File: config.mk
export PLATFORM = sky130hd
export DESIGN_NAME = eef_log_cell
export DESIGN_NICKNAME = d
export VERILOG_FILES = /design/src/rtl/core/eef_pkg.sv /design/src/rtl/core/eef_log_cell.sv
export SDC_FILE = /design/constraint.sdc
export NUM_CORES = 2
export LEC_CHECK = 0
export ABC_AREA = 1
export ABC_CLOCK_PERIOD_IN_PS = 8750
export BUFFER_PORTS_ARGS = -buffer_cell sky130_fd_sc_hd__buf_2
export CORE_MARGIN = 2
export CORE_UTILIZATION = 30
export CTS_CLUSTER_DIAMETER = 150
export DETAILED_ROUTE_END_ITERATION = 10
export GPL_TIMING_DRIVEN = 0
export PLACE_DENSITY = 0.47
export SLEW_MARGIN = 5
export SYNTH_ARGS = -nofsm -noshare
export SYNTH_HDL_FRONTEND = slang
export SYNTH_SLANG_ARGS = --single-unit
File: constraint.sdc
create_clock -name i_clk -period 8.75 [get_ports i_clk]
set_input_delay 1.3125 -clock i_clk [delete_from_list [all_inputs] [get_ports i_clk]]
set_output_delay 1.3125 -clock i_clk [all_outputs]
set_load 0.1 [all_outputs]
File: src/rtl/core/eef_pkg.sv
// Package for the edge filter response block: types, register indexes,
// fixed-point constants and the exp2 coefficient function.
// No dependencies.
`timescale 1ns / 1ps
`default_nettype none

package eef_pkg;

    localparam int LOG_FRAC = 24;
    localparam int MANT_W   = 31;
    localparam int GAIN_W   = 17;

    localparam logic [GAIN_W-1:0] GAIN_ONE = 17'd65536;
    // exponent saturation: 18 octaves, times 5, in Q.24 (after the /1024)
    localparam logic [31:0] SAT_LIM = 32'd1509949440;
    // floor(y/5) = (y * DIV5_MAGIC) >> 34 for any 32-bit y
    localparam logic [31:0] DIV5_MAGIC = 32'hCCCC_CCCD;

    localparam logic [2:0] CFG_MODE    = 3'd0;
    localparam logic [2:0] CFG_EDGE_LO = 3'd1;
    localparam logic [2:0] CFG_EDGE_HI = 3'd2;
    localparam logic [2:0] CFG_SLOPE_LO = 3'd3;
    localparam logic [2:0] CFG_SLOPE_HI = 3'd4;

    typedef enum logic [1:0] {
        MODE_LOWPASS  = 2'd0,
        MODE_HIGHPASS = 2'd1,
        MODE_BANDPASS = 2'd2,
        MODE_REJECT   = 2'd3
    } t_mode;

    typedef struct packed {
        logic one;
        logic zero;
        logic [4:0] n;
        logic [LOG_FRAC-1:0] r;
    } t_exp_side;

    typedef struct packed {
        logic lt_lo;
        logic gt_lo;
        logic gt_hi;
        logic nz;
    } t_dec;

    // 2^(-2^-k) in Q.30, by repeated integer square roots from 2^29
    function automatic logic [29:0] exp_coef(input int k);
        logic [63:0] c;
        logic [63:0] v;
        logic [63:0] res;
        logic [63:0] b;
        c = 64'd1 << 29;
        for (int i = 1; i <= k; i++) begin
            v   = c << 30;
            res = 64'd0;
            b   = 64'd1 << 62;
            for (int j = 0; j < 32; j++) begin
                if (v >= res + b) begin
                    v   = v - (res + b);
                    res = (res >> 1) + b;
                end else begin
                    res = res >> 1;
                end
                b = b >> 2;
            end
            c = res;
        end
        return c[29:0];
    endfunction

endpackage

`default_nettype wire

File: src/rtl/core/eef_log_cell.sv
// One log2 cell: squares the Q.30 mantissa and emits one fraction bit.
// Uses eef_pkg.
`timescale 1ns / 1ps
`default_nettype none

module eef_log_cell
    import eef_pkg::*;
#(
    parameter int PW = 5
) (
    input  wire logic                i_clk,
    input  wire logic                i_en,
    input  wire logic [MANT_W-1:0]   i_m,
    input  wire logic [PW-1:0]       i_p,
    input  wire logic [LOG_FRAC-1:0] i_frac,
    output logic      [MANT_W-1:0]   o_m,
    output logic      [PW-1:0]       o_p,
    output logic      [LOG_FRAC-1:0] o_frac
);

    logic [2*MANT_W-1:0] w_sq;
    logic [MANT_W:0]     w_s;
    logic [MANT_W-1:0]   n_m;
    logic [MANT_W-1:0]   r_m;
    logic [PW-1:0]       r_p;
    logic [LOG_FRAC-1:0] r_frac;

    always_comb begin
        w_sq = {{MANT_W{1'b0}}, i_m} * {{MANT_W{1'b0}}, i_m};
        w_s  = w_sq[2*MANT_W-1:MANT_W-1];
        n_m  = w_s[MANT_W] ? w_s[MANT_W:1] : w_s[MANT_W-1:0];
    end

    always_ff @(posedge i_clk) begin
        if (i_en) begin
            r_m    <= n_m;
            r_p    <= i_p;
            r_frac <= {i_frac[LOG_FRAC-2:0], w_s[MANT_W]};
        end
    end

    assign o_m    = r_m;
    assign o_p    = r_p;
    assign o_frac = r_frac;

endmodule

`default_nettype wire

==> metrics.yaml <==
outcome:
  status: "finished, final reports clean"
yosys:
  synth_top_area_cell: "fa_1"
  synthTopCellsByArea: "fa_1, inv_1, nand2_1"
  synth.distinct_cells: 36
  yosys_register_bits: 60
  seq_area_frac_synth_pct: 5.74
  yosysWarnings: 0
  syn_area_mm2: 0.0314
  netlist_instances: 3908
  syn_nets: 4986
  yosysTopAreaCellShare_pct: 47.7
  synth.avg_cell_area_um2: 8.03
timing:
  period_minus_slack_ns: 8.51
  hold_violations: 0
  post-route-period-util_pct: 97.2
  finalSetupViolations: 0
  rsz0062_at_grt: "no"
  tightest_slew_ns: 1.10
  slew_headroom_pct: 26.6
  hold_slack_ns: 1.17
  fmaxAchievable_ghz: 0.118
  drv_slew: 0
clock_network:
  cts_root_buf: "clkbuf_16"
  cts_tree: "built"
  cts.clk_slew.worst_paths_ns: 0.05
  cts_buffers: 9
  clock_path_buffers: 2
  h-tree-depth: 3
  cts.sinks: 60
  post_cts_buffers: 0
floorplan:
  initial_core_util_pct: 30.3
  ios: 122
  die_w_um: 327
  die_h_um: 327
  num_rows: 118
  dieArea_mm2: 0.107
  coreArea_mm2: 0.104
finish:
  final_common_cell: "inv_1"
  post_layout_nonfiller_instances: 5418
  drive_gt1_share_pct: 6.12
  finalNetCount: 5112
  insertedDiodeCount: 0
  nFillCells: 11295
  syn2layout_area_growth_pct: 8.94
  layout_common_cells: "inv_1, nand2_1, fa_1"
routing:
  drc: 0
  drt_iter0_markers: 1436
  firstDrtPassIters: 5
  post_drt_wl_per_cell_um: 19.4
  ant_nets: 0
  avgViaCountPerCell: 4.37
  wirelength_um: 105000
  vias: 23656
placement:
  port_buffers: 118
  hpwl_um: 89100
  gp_congestion: 0.934
  dp_cells: 5406
global_route:
  track_usage_pct: 20.3
  grt_start_max_net_pins: 61
  grt_pass1_vias: 25780
  grt_antenna_before_repair: 5
  grt_pass1_wl_um: 160000
  overflow: 0
critical_path:
  crit_fanout: 10
  cp-end-kind: "register"
  slowest_stage: "clkbuf_1"
  arrival_ns: 8.58
  critical-path-max-stage-delay_ns: 0.68
  path_class: "in -> reg"
  critical_path_required_ns: 8.82
  cp-start-kind: "input port"
  path_cells: "clkbuf_1 > clkbuf_1 > nand2_1 > inv_1 > fa_1 > fa_1 > inv_1 > fa_1 > fa_1 > inv_1 > fa_1 > fa_1 > fa_1 > ha_1 > ha_1 > nand2_1 > nor2_1 > nand2_1 > nor4_1 > nand3_1 > nand3_1 > nand2_1 > nand2_1 > nand2_1"
  crit_top_cell: "fa_1"
hold_path:
  hold_path.class: "in -> reg"
run:
  maxCapViolCount: 0
-- registers in the layout, summed over array words and instances, names as in the netlist --
name	count
o_p	5
o_frac	24
o_m	31
-- per-stage QoR --
| stage | util (%) | setup slack (ns) | setup TNS [ns] | instance area, µm² |
|---|---|---|---|---|
| global placement | 32.5 | -1.39 | -41.83 | 33700 |
| finish | 33.0 | 0.244 | 0 | 34200 |
| detailed placement | 32.5 | -1.37 | -42.00 | 33700 |
| CTS | 32.9 | 0.00261 | 0 | 34100 |
| floorplan | - | 0.915 | 0 | 31400 |
| global route | 33.0 | 0.0000382 | 0 | 34200 |
-- synth_stat cells --
library cell and instances:
and3_1 2, nor2_4 2, o21bai_1 12, nand2_1 1043, nand4_1 16, inv_1 1328
nor2_1 108, clkbuf_1 83, o21ai_0 16, a21oi_2 2, or2_2 4, edfxtp_1 60
nor4_1 6, nor3_2 1, nand3_1 67, buf_1 11, and2_0 2, o21a_1 1
o21ai_1 1, inv_2 5, a21boi_1 1, and2_1 1, a21oi_1 52, xor2_1 21
nand2_2 9, ha_1 269, and2_4 1, buf_6 6, nor2_2 6, nand3b_1 3
a21o_1 2, buf_2 1, a31o_2 2, xnor2_1 10, fa_1 747, nor3_1 7
-- logic make-up (layout without fill, tap and decap cells) --
logic type	after synthesis	in the layout	share of synthesized area, %
buffers and inverters	1434	1564	17.3
xor gates and xnor gates	31	31	0.866
and+or+nand+nor	1278	1278	16.1
adders and majority gates	1016	1016	58.4
AOI/OAI and AO/OA	89	89	1.60
DFF	60	60	5.74
-- final cells by class --
type                       count  area, µm²  area share [%]
timing repair buffer         118        596            1.74
inverter                    1333       5000            14.6
sequential                    60       1800            5.27
buffer                        98        569            1.67
clock inverter                 6        104           0.304
tap                         1380       1730            5.05
multi-input combinational   2414      24100            70.7
clock buffer                   9        225           0.659
-- worst paths after layout --
path	startpoint	end	depth (start not counted)
max	i_m[28]	o_m[24]$_DFFE_PP_	24
min	i_frac[9]	o_frac[10]$_DFFE_PP_	1
-- layer usage --
metal | routed length [µm] | up-vias | global-route usage (%)
li1 | - | 11150 | -
met1 | 44000 | 11787 | 26.3
met2 | 52100 | 582 | 36.0
met3 | 5070 | 133 | 1.96
met4 | 3620 | 4 | 5.49
met5 | 26 | - | 0
-- timing repair --
item                       in CTS  in global routing
gates resized for setup        52                175
hold buffers                    0                  0
setup endpoints to repair      32                 32
-- critical path, delay by kind of cell --
kind          cells  cell delay [ns]
buf+inv           5             1.23
simple gates     10             1.67
fa+ha+maj         9             4.34
Power is not shown: default switching activity piles up to over one toggle a cycle in this logic, so the estimate is an artifact.
