$ cat config.mk
export PLATFORM = sky130hd
export DESIGN_NAME = eef_exp_cell
export DESIGN_NICKNAME = d
export VERILOG_FILES = /design/src/rtl/core/eef_pkg.sv /design/src/rtl/core/eef_exp_cell.sv
export SDC_FILE = /design/constraint.sdc
export NUM_CORES = 1
export LEC_CHECK = 0
export BUFFER_PORTS_ARGS = -buffer_cell sky130_fd_sc_hd__buf_4
export CAP_MARGIN = 0
export CORE_ASPECT_RATIO = 1.75
export CORE_MARGIN = 10
export CORE_UTILIZATION = 29
export CTS_BUF_LIST = sky130_fd_sc_hd__clkbuf_16
export CTS_CLUSTER_DIAMETER = 50
export DETAILED_ROUTE_END_ITERATION = 10
export PLACE_DENSITY = 0.43
export SYNTH_ARGS = -nofsm -noshare
export SYNTH_HDL_FRONTEND = slang
export SYNTH_SLANG_ARGS = --single-unit
$ cat constraint.sdc
create_clock -name i_clk -period 16 [get_ports i_clk]
set_clock_uncertainty 0.05 [all_clocks]
set_input_delay 3.2 -clock i_clk [delete_from_list [all_inputs] [get_ports i_clk]]
set_output_delay 3.2 -clock i_clk [all_outputs]
set_load 0.05 [all_outputs]
$ cat src/rtl/core/eef_pkg.sv
// Package for the edge filter response block: types, register indexes,
// fixed-point constants and the exp2 coefficient function.
// No dependencies.
`timescale 1ns / 1ps
`default_nettype none

package eef_pkg;

    localparam int LOG_FRAC = 24;
    localparam int MANT_W   = 31;
    localparam int GAIN_W   = 17;

    localparam logic [GAIN_W-1:0] GAIN_ONE = 17'd65536;
    // exponent saturation: 18 octaves, times 5, in Q.24 (after the /1024)
    localparam logic [31:0] SAT_LIM = 32'd1509949440;
    // floor(y/5) = (y * DIV5_MAGIC) >> 34 for any 32-bit y
    localparam logic [31:0] DIV5_MAGIC = 32'hCCCC_CCCD;

    localparam logic [2:0] CFG_MODE    = 3'd0;
    localparam logic [2:0] CFG_EDGE_LO = 3'd1;
    localparam logic [2:0] CFG_EDGE_HI = 3'd2;
    localparam logic [2:0] CFG_SLOPE_LO = 3'd3;
    localparam logic [2:0] CFG_SLOPE_HI = 3'd4;

    typedef enum logic [1:0] {
        MODE_LOWPASS  = 2'd0,
        MODE_HIGHPASS = 2'd1,
        MODE_BANDPASS = 2'd2,
        MODE_REJECT   = 2'd3
    } t_mode;

    typedef struct packed {
        logic one;
        logic zero;
        logic [4:0] n;
        logic [LOG_FRAC-1:0] r;
    } t_exp_side;

    typedef struct packed {
        logic lt_lo;
        logic gt_lo;
        logic gt_hi;
        logic nz;
    } t_dec;

    // 2^(-2^-k) in Q.30, by repeated integer square roots from 2^29
    function automatic logic [29:0] exp_coef(input int k);
        logic [63:0] c;
        logic [63:0] v;
        logic [63:0] res;
        logic [63:0] b;
        c = 64'd1 << 29;
        for (int i = 1; i <= k; i++) begin
            v   = c << 30;
            res = 64'd0;
            b   = 64'd1 << 62;
            for (int j = 0; j < 32; j++) begin
                if (v >= res + b) begin
                    v   = v - (res + b);
                    res = (res >> 1) + b;
                end else begin
                    res = res >> 1;
                end
                b = b >> 2;
            end
            c = res;
        end
        return c[29:0];
    endfunction

endpackage

`default_nettype wire

$ cat src/rtl/core/eef_exp_cell.sv
// One exp2 cell: applies factor 2^(-2^-K) when its fraction bit is set.
// Uses eef_pkg.
`timescale 1ns / 1ps
`default_nettype none

module eef_exp_cell
    import eef_pkg::*;
#(
    parameter int K = 1
) (
    input  wire logic              i_clk,
    input  wire logic              i_en,
    input  wire logic [MANT_W-1:0] i_g,
    input  wire t_exp_side         i_side,
    output logic      [MANT_W-1:0] o_g,
    output t_exp_side              o_side
);

    localparam logic [29:0] COEF = exp_coef(K);

    logic [MANT_W+29:0] w_prod;
    logic [MANT_W-1:0]  n_g;
    logic [MANT_W-1:0]  r_g;
    t_exp_side          r_side;

    always_comb begin
        w_prod = {30'd0, i_g} * {{MANT_W{1'b0}}, COEF};
        n_g    = i_side.r[LOG_FRAC-K] ? w_prod[MANT_W+29:30] : i_g;
    end

    always_ff @(posedge i_clk) begin
        if (i_en) begin
            r_g    <= n_g;
            r_side <= i_side;
        end
    end

    assign o_g    = r_g;
    assign o_side = r_side;

endmodule

`default_nettype wire

==> impl_metrics.tcl, run 1 <==
set metrics [dict create \
    outcome "finished, final reports clean" \
    slowest_delay_ns 0.60 \
    hold_viol 0 \
    grt_pass1_wl_um 85900 \
    gp_congestion 0.853 \
    fillerInstances 6303 \
    grtUsageTotal_pct 16.8 \
    die_area_um2 70000 \
    cts_setup_buffers 0 \
    cp_max_fo 9 \
    cp-start-kind "input port" \
    yosysMostFrequentCell "inv_1" \
    setup_tns_ns 0 \
    dpl_cell_area_um2 19000 \
    drv_slew 0 \
    ys_async_sr_fraction_pct 0 \
    fp.dieH_um 343 \
    pre_cts_ws_ns 6.08 \
    setup_ws_ns 6.47 \
    drt_iter0_markers 316 \
    post_drt_via_cell_ratio 4.59 \
    portBuffers 125 \
    finalNonFillerCells 2610 \
    synth_common_cells "inv_1 (554), ha_1 (349), fa_1 (305)" \
    ioPinCount 126 \
    grt_overflow 0 \
    path_cells "buf_4 -> ha_1 -> fa_1 -> inv_1 -> fa_1 -> inv_1 -> fa_1 -> inv_1 -> fa_1 -> inv_1 -> fa_1 -> inv_1 -> fa_1 -> inv_1 -> ha_1 -> nand2_2 -> o211ai_1 -> nor4_1 -> a211oi_2 -> nand3_2 -> a211oi_1 -> nor3_1 -> o31ai_1" \
    slowest_stage "fa_1" \
    holdPathStages 1 \
    seq_area_frac_synth_pct 10.8 \
    ys_seq_elements 62 \
    design_area_um2 19400 \
    synth_top_area_share_pct 35.4 \
    clkTransAtPathRegs_ns 0.06 \
    cts_tree "built" \
    rsz0062_at_grt "false" \
    area_growth_pct 12.2 \
    grt_pass1_vias 14200 \
    ys_top_cells_by_area "fa_1 (35%), ha_1 (25%), inv_1 (12%), edfxtp_1 (11%), a21oi_1 (1.7%)" \
    yosysWarnings 0 \
    fin_crit_ns 9.53 \
    wl_per_cell_um 21.9 \
    clock_path_buffers 2 \
    min_from "i_side[16]" \
    dp_hpwl_um 50800 \
    synth_edf_count 62 \
    cts_root_buf "clkbuf_16" \
    vias 12000 \
    holdPathEnd "o_side[16]$_DFFE_PP_" \
    std_cell_rows 118 \
    syn_inst 1708 \
    tightest_slew_ns 0.865 \
    route.detailed.drc 0 \
    crit_path_end_kind "flop" \
    start_util_pct 29.2 \
    clock-sinks 62 \
    core-area_um2 59100 \
    cpLargestDelayFamily "adder cells" \
    nNetsFinal 2543 \
    crit_required_ns 16.08 \
    syn_area_um2 17300 \
    yosys.cell_types.count 71 \
    maxCapViolCount 0 \
    finalSetupViolations 0 \
    synth.avg_cell_area_um2 10.1 \
    multi_input_area_um2 13200 \
    period_share_pct 59.6 \
    grt_max_degree 63 \
    antennaDiodeCount 0 \
    wirelength_um 57100 \
    first_pass_iters 4 \
    hold_buffers 0 \
    max_freq_ghz 0.105 \
    drive_above_1_share_pct 9.02 \
    cts_buffers 9 \
    arrival_ns 9.61 \
    syn_nets 2426 \
    yosys.area.top_type "fa_1" \
    ctsHtreeMaxLevel 3 \
    antenna_found_initial 1 \
    post-place-cells 2594 \
    crit_type "input port to flop" \
    area.sequential_um2 1860 \
    crit_buf_inv 7 \
    post_cts_resized 0 \
    yosys_most_used_dff "edfxtp_1" \
    hold_class "input port to flop" \
    antenna_left 0 \
    relSlewSlack_pct 42.3 \
    fp.dieW_um 204 \
]
flip-flops by register name (all words and copies together) (netlist names):
register  flops
o_side       31
o_g          31
routing by layer:
metal	share of wire (%)	routed length, um	global-route usage [%]	up-vias
met5	0	0	0	-
met4	5.3	3020	7.86	0
met3	1.6	923	1.33	90
met2	62	35200	36.1	169
met1	31	18000	14.7	6107
li1	-	-	-	5607
worst max path at each step:
stage          startpoint           endpoint  cells after the start
6_report          i_g[18]  o_g[21]$_DFFE_PP_                     23
5_1_grt           i_g[18]  o_g[25]$_DFFE_PP_                     23
4_1_cts           i_g[18]  o_g[21]$_DFFE_PP_                     23
3_5_place_dp      i_g[18]  o_g[21]$_DFFE_PP_                     23
3_3_place_gp      i_g[18]  o_g[25]$_DFFE_PP_                     23
2_1_floorplan     i_g[19]  o_g[23]$_DFFE_PP_                     22
kinds of logic after synthesis:
logic type,after synthesis,share of synthesized area [%]
DFF,62,10.8
adders and majority gates,654,60.7
muxes,17,1.04
and+or+nand+nor,166,4.82
buffers and inverters,574,12.9
xor gates and xnor gates,42,2.13
AOI/OAI and AO/OA,193,7.62
cell type report:
| type | instances | area share [%] |
|---|---|---|
| inverters | 554 | 10.7 |
| clock inverters | 7 | 0.536 |
| flip-flops and latches | 62 | 9.62 |
| repair buffers | 126 | 4.89 |
| multi-input cells | 1072 | 68.0 |
| clock buffers | 9 | 1.16 |
| well taps | 780 | 5.04 |
through the flow:
| stage | hold WS, ns | utilization (%) |
|---|---|---|
| after global placement | 3.33 | 32.2 |
| final | 2.98 | 32.8 |
| after floorplan | 3.25 | - |
| after detailed placement | 3.33 | 32.2 |
| after global routing | 2.97 | 32.8 |
| after CTS | 2.97 | 32.8 |
placed cells by master (no fill, tap or decap), types with 8 or more instances in the layout:
cell type | netlist | final
o31ai_1 | 8 | 8
o21bai_1 | 9 | 9
xor2_1 | 23 | 23
ha_1 | 349 | 349
inv_1 | 554 | 554
a21oi_1 | 59 | 59
xnor2_1 | 19 | 19
buf_4 | 2 | 126
fa_1 | 305 | 305
edfxtp_1 | 62 | 62
nand2_1 | 51 | 51
o21ai_0 | 22 | 22
a21o_1 | 29 | 29
and2_1 | 11 | 11
nand4_1 | 18 | 18
o21a_1 | 8 | 8
clkbuf_16 | 0 | 9
mux2i_1 | 10 | 10
nor3_1 | 16 | 16
nor2_1 | 32 | 32
nand3_1 | 10 | 10
Power of run 1 is not shown: default switching activity piles up to over one toggle a cycle in this logic, so the estimate is an artifact.
==> run 2, diff against run 1 <==
- PLACE_DENSITY: 0.43 -> 0.45
- clock period: 16 -> 7.8 ns (I/O delays scaled with it)
==> run 2 against run 1 <==
- sequential share of layout area shrank 0.46 points
- worst setup slack worse by 6.3 ns
- non-clock buffer count rose by 127
- hold slack got worse by 1.6 ns
- global-route usage up 0.12 points
- cell count increased by 4.9%
- critical path type unchanged
==> impl_metrics.tcl, run 2 (same netlist as run 1, synthesis figures left out) <==
set metrics [dict create \
    outcome "finished, final reports clean" \
    grt_pass1_vias 14400 \
    rsz0062_at_grt "true" \
    drt_iter0_markers 472 \
    relSlewSlack_pct 30.3 \
    antennaDiodeCount 0 \
    antenna_left 0 \
    crit_required_ns 7.83 \
    crit_type "input port to flop" \
    cp_max_fo 5 \
    vias 12400 \
    grt_pass1_wl_um 87100 \
    wirelength_um 57900 \
    area_growth_pct 17.9 \
    drive_above_1_share_pct 15.2 \
    hold_viol 0 \
    cp-start-kind "input port" \
    layout_common_cells "inv_1 (555), ha_1 (348), fa_1 (305), buf_4 (251), edfxtp_1 (62)" \
    fp.dieW_um 204 \
    grt_overflow 0 \
    start_util_pct 29.2 \
    grt_max_degree 63 \
    hold_class "input port to flop" \
    cts_buffers 9 \
    fin_crit_ns 7.58 \
    clock-sinks 62 \
    final_common_cell "inv_1" \
    grtUsageTotal_pct 16.9 \
    ioPinCount 126 \
    post-place-cells 2721 \
    clkTransAtPathRegs_ns 0.06 \
    fp.dieH_um 343 \
    tightest_slew_ns 1.04 \
    die_area_um2 70000 \
    cts_setup_buffers 0 \
    gp_congestion 0.950 \
    period_share_pct 97.2 \
    antenna_found_initial 0 \
    cts_root_buf "clkbuf_16" \
    hold_buffers 0 \
    nNetsFinal 2670 \
    hold-worst-slack_ns 1.35 \
    maxCapViolCount 0 \
    fillerInstances 6198 \
    dp_hpwl_um 53100 \
    std_cell_rows 118 \
    ctsHtreeMaxLevel 3 \
    max_freq_ghz 0.132 \
    post_cts_resized 0 \
    first_pass_iters 5 \
    core-area_um2 59100 \
    portBuffers 125 \
    wl_per_cell_um 21.2 \
    route.detailed.drc 0 \
    clock_path_buffers 2 \
    post_drt_via_cell_ratio 4.52 \
    drv_slew 0 \
    cts_tree "built" \
    arrival_ns 7.61 \
    finalSetupViolations 0 \
    crit_path_end_kind "flop" \
    finalNonFillerCells 2737 \
]
run 2: stage by stage:
| step | util, % | worst slack (ns) | area, um^2 | TNS, ns |
|---|---|---|---|---|
| after floorplan | - | 0.400 | 17300 | 0 |
| after global placement | 33.9 | -0.200 | 20000 | -1.14 |
| after detailed placement | 33.9 | -0.217 | 20000 | -1.46 |
| after CTS | 34.4 | 0.130 | 20300 | 0 |
| after global routing | 34.4 | -0.0153 | 20300 | -0.0153 |
| final | 34.4 | 0.218 | 20300 | 0 |
run 2: cell type report:
| class | count | area [um^2] | area share (%) |
|---|---|---|---|
| flip-flops and latches | 62 | 1860 | 9.16 |
| repair buffers | 253 | 1920 | 9.46 |
| clock inverters | 7 | 66.3 | 0.326 |
| clock buffers | 9 | 225 | 1.11 |
| well taps | 780 | 976 | 4.80 |
| inverters | 554 | 2080 | 10.2 |
| multi-input cells | 1072 | 13200 | 64.9 |
run 2: layer usage:
metal  up-vias  share of wire (%)  GRT usage, %
met3        97                2.0         0.907
met4         0                6.0          9.15
li1       5851                  -             -
met2       219                 57          33.9
met5         -                  0             0
met1      6198                 34          16.7
run 2: path summary, 6_finish.rpt:
| check | startpoint | end | depth (start not counted) |
|---|---|---|---|
| setup / recovery | i_g[10] | o_g[23]$_DFFE_PP_ | 23 |
| hold / removal | i_side[13] | o_side[13]$_DFFE_PP_ | 1 |
run 2: worst max-delay path: stages:
cell      delay [ns]
buf_4           0.14
ha_1            0.38
fa_1            0.45
fa_1            0.49
inv_1           0.05
fa_1            0.47
inv_1           0.06
fa_1            0.53
fa_1            0.56
inv_1           0.05
fa_1            0.49
inv_1           0.05
ha_1            0.33
a21oi_1         0.24
o211ai_1        0.13
a311oi_1        0.36
buf_4           0.20
a211oi_1        0.08
buf_4           0.20
o21ai_1         0.18
a211oi_1        0.11
or3_1           0.31
a31o_1          0.20
Power of run 2 is left out for the same reason.
==> run 3, diff against run 2 <==
- PLACE_DENSITY: 0.45 -> 0.43
- SETUP_SLACK_MARGIN: unset -> 0.4
- clock period: 7.8 -> 7.9 ns (I/O delays scaled with it)
==> run 3 against run 2 <==
- cell area increased by 2.8%
- non-clock buffer count fell by 17
- hold slack improved by 0.0094 ns
- sequential share of layout area is 0.25 points lower
- count of clock-buffer cells in the layout did not move
==> impl_metrics.tcl, run 3 (same netlist as run 1, synthesis figures left out) <==
set metrics [dict create \
    crit_type "input port to flop" \
    vias 12300 \
    grt_pass1_vias 14400 \
    grt_overflow 0 \
    layout_common_cells "inv_1 (551), ha_1 (310), fa_1 (300), buf_4 (233), edfxtp_1 (62)" \
    max_freq_ghz 0.136 \
    period_share_pct 92.8 \
    crit_buf_inv 6 \
    grt_pass1_wl_um 87400 \
    grtUsageTotal_pct 17.0 \
    hold_viol 0 \
    multi_input_area_um2 13800 \
    antenna_found_initial 0 \
    final_util_pct 35.4 \
    clkTransAtPathRegs_ns 0.07 \
    nNetsFinal 2653 \
    gp_congestion 0.906 \
    pre_cts_ws_ns -0.151 \
    fillerInstances 6240 \
    antenna_left 0 \
    dpl_cell_area_um2 19800 \
    cts_buffers 9 \
    dp_hpwl_um 53400 \
    die_area_um2 70000 \
    post_drt_via_cell_ratio 4.54 \
    clock_path_buffers 2 \
    cts_root_buf "clkbuf_16" \
    fin_crit_ns 7.33 \
    ctsHtreeMaxLevel 3 \
    antennaDiodeCount 0 \
    wirelength_um 58900 \
    drt_iter0_markers 517 \
    route.detailed.drc 0 \
    drv_slew 0 \
    hold_class "input port to flop" \
    cp-start-kind "input port" \
    final_common_cell "inv_1" \
    area_growth_pct 21.1 \
    fp.dieH_um 343 \
    setup_ws_ns 0.566 \
    crit_path_end_kind "flop" \
    design_area_um2 20900 \
    fp.dieW_um 204 \
    cpLargestDelayFamily "adder cells" \
    finalSetupViolations 0 \
    relSlewSlack_pct 43.1 \
    std_cell_rows 118 \
    clock-sinks 62 \
    first_pass_iters 5 \
    path_cells "buf_4 -> buf_4 -> ha_1 -> inv_1 -> fa_1 -> fa_1 -> fa_1 -> fa_1 -> inv_1 -> fa_1 -> inv_1 -> fa_1 -> inv_1 -> ha_1 -> a21oi_2 -> o21ai_2 -> a31o_1 -> a221o_1 -> a21o_1 -> nor2b_4 -> o31a_1 -> o31ai_1" \
    tightest_slew_ns 0.853 \
    maxCapViolCount 0 \
    setup_tns_ns 0 \
    wl_per_cell_um 21.6 \
    cts_tree "built" \
    crit_top_cell "fa_1" \
    cp_max_fo 6 \
    drive_above_1_share_pct 18.7 \
    area.sequential_um2 1860 \
    grt_max_degree 63 \
    crit_required_ns 8.02 \
    slowest_delay_ns 0.51 \
    start_util_pct 29.2 \
    rsz0062_at_grt "true" \
    core-area_um2 59100 \
    slowest_stage "fa_1" \
    arrival_ns 7.45 \
    outcome "finished, final reports clean" \
    portBuffers 125 \
    ioPinCount 126 \
]
[run 3: changes by cell type in the layout (fill, tap and decap cells not counted), sizes merged]
cell / delta
clkinv: -2
inv: +3
clkinvlp: -3
bufinv: +2
buf: -17
[run 3: path summary, 6_finish.rpt]
path,start,end,slack (ns),cells past startpoint
hold / removal,i_side[5],o_side[5]$_DFFE_PP_,1.36,1
setup / recovery,i_g[13],o_g[29]$_DFFE_PP_,0.57,22
[run 3: per-stage QoR]
stage	cells	hold slack [ns]
floorplan	1708	1.63
global placement	2697	1.71
detailed placement	2697	1.71
CTS	2715	1.35
global route	2720	1.35
finish	2720	1.36
[run 3: what timing repair did]
| item | 4_1_cts | 5_1_grt |
|---|---|---|
| hold endpoints to repair | 0 | 0 |
| gates resized for setup | 16 | 98 |
| pin swaps | 3 | 44 |
| hold buffers | 0 | 0 |
| buffers inserted | 2 | 5 |
| endpoints found under the setup margin | 24 | 27 |
[run 3: area by class of cell]
class / count / area share, %
Clock inverter: 7 / 0.611
Tap cell: 780 / 4.67
Sequential cell: 62 / 8.91
Multi-Input combinational cell: 1072 / 66.2
Clock buffer: 9 / 1.08
Timing Repair Buffer: 236 / 8.53
Inverter: 554 / 9.95
[run 3: metal layers]
metal / routed length [um] / GRT usage [%] / share of wire, % / up-vias
li1: - / - / - / 5827
met1: 20200 / 16.6 / 34 / 6263
met2: 34200 / 34.5 / 58 / 176
met3: 983 / 0.907 / 1.7 / 83
met4: 3420 / 8.56 / 5.8 / 0
met5: 0 / 0 / 0 / -
Power of run 3 is left out for the same reason.
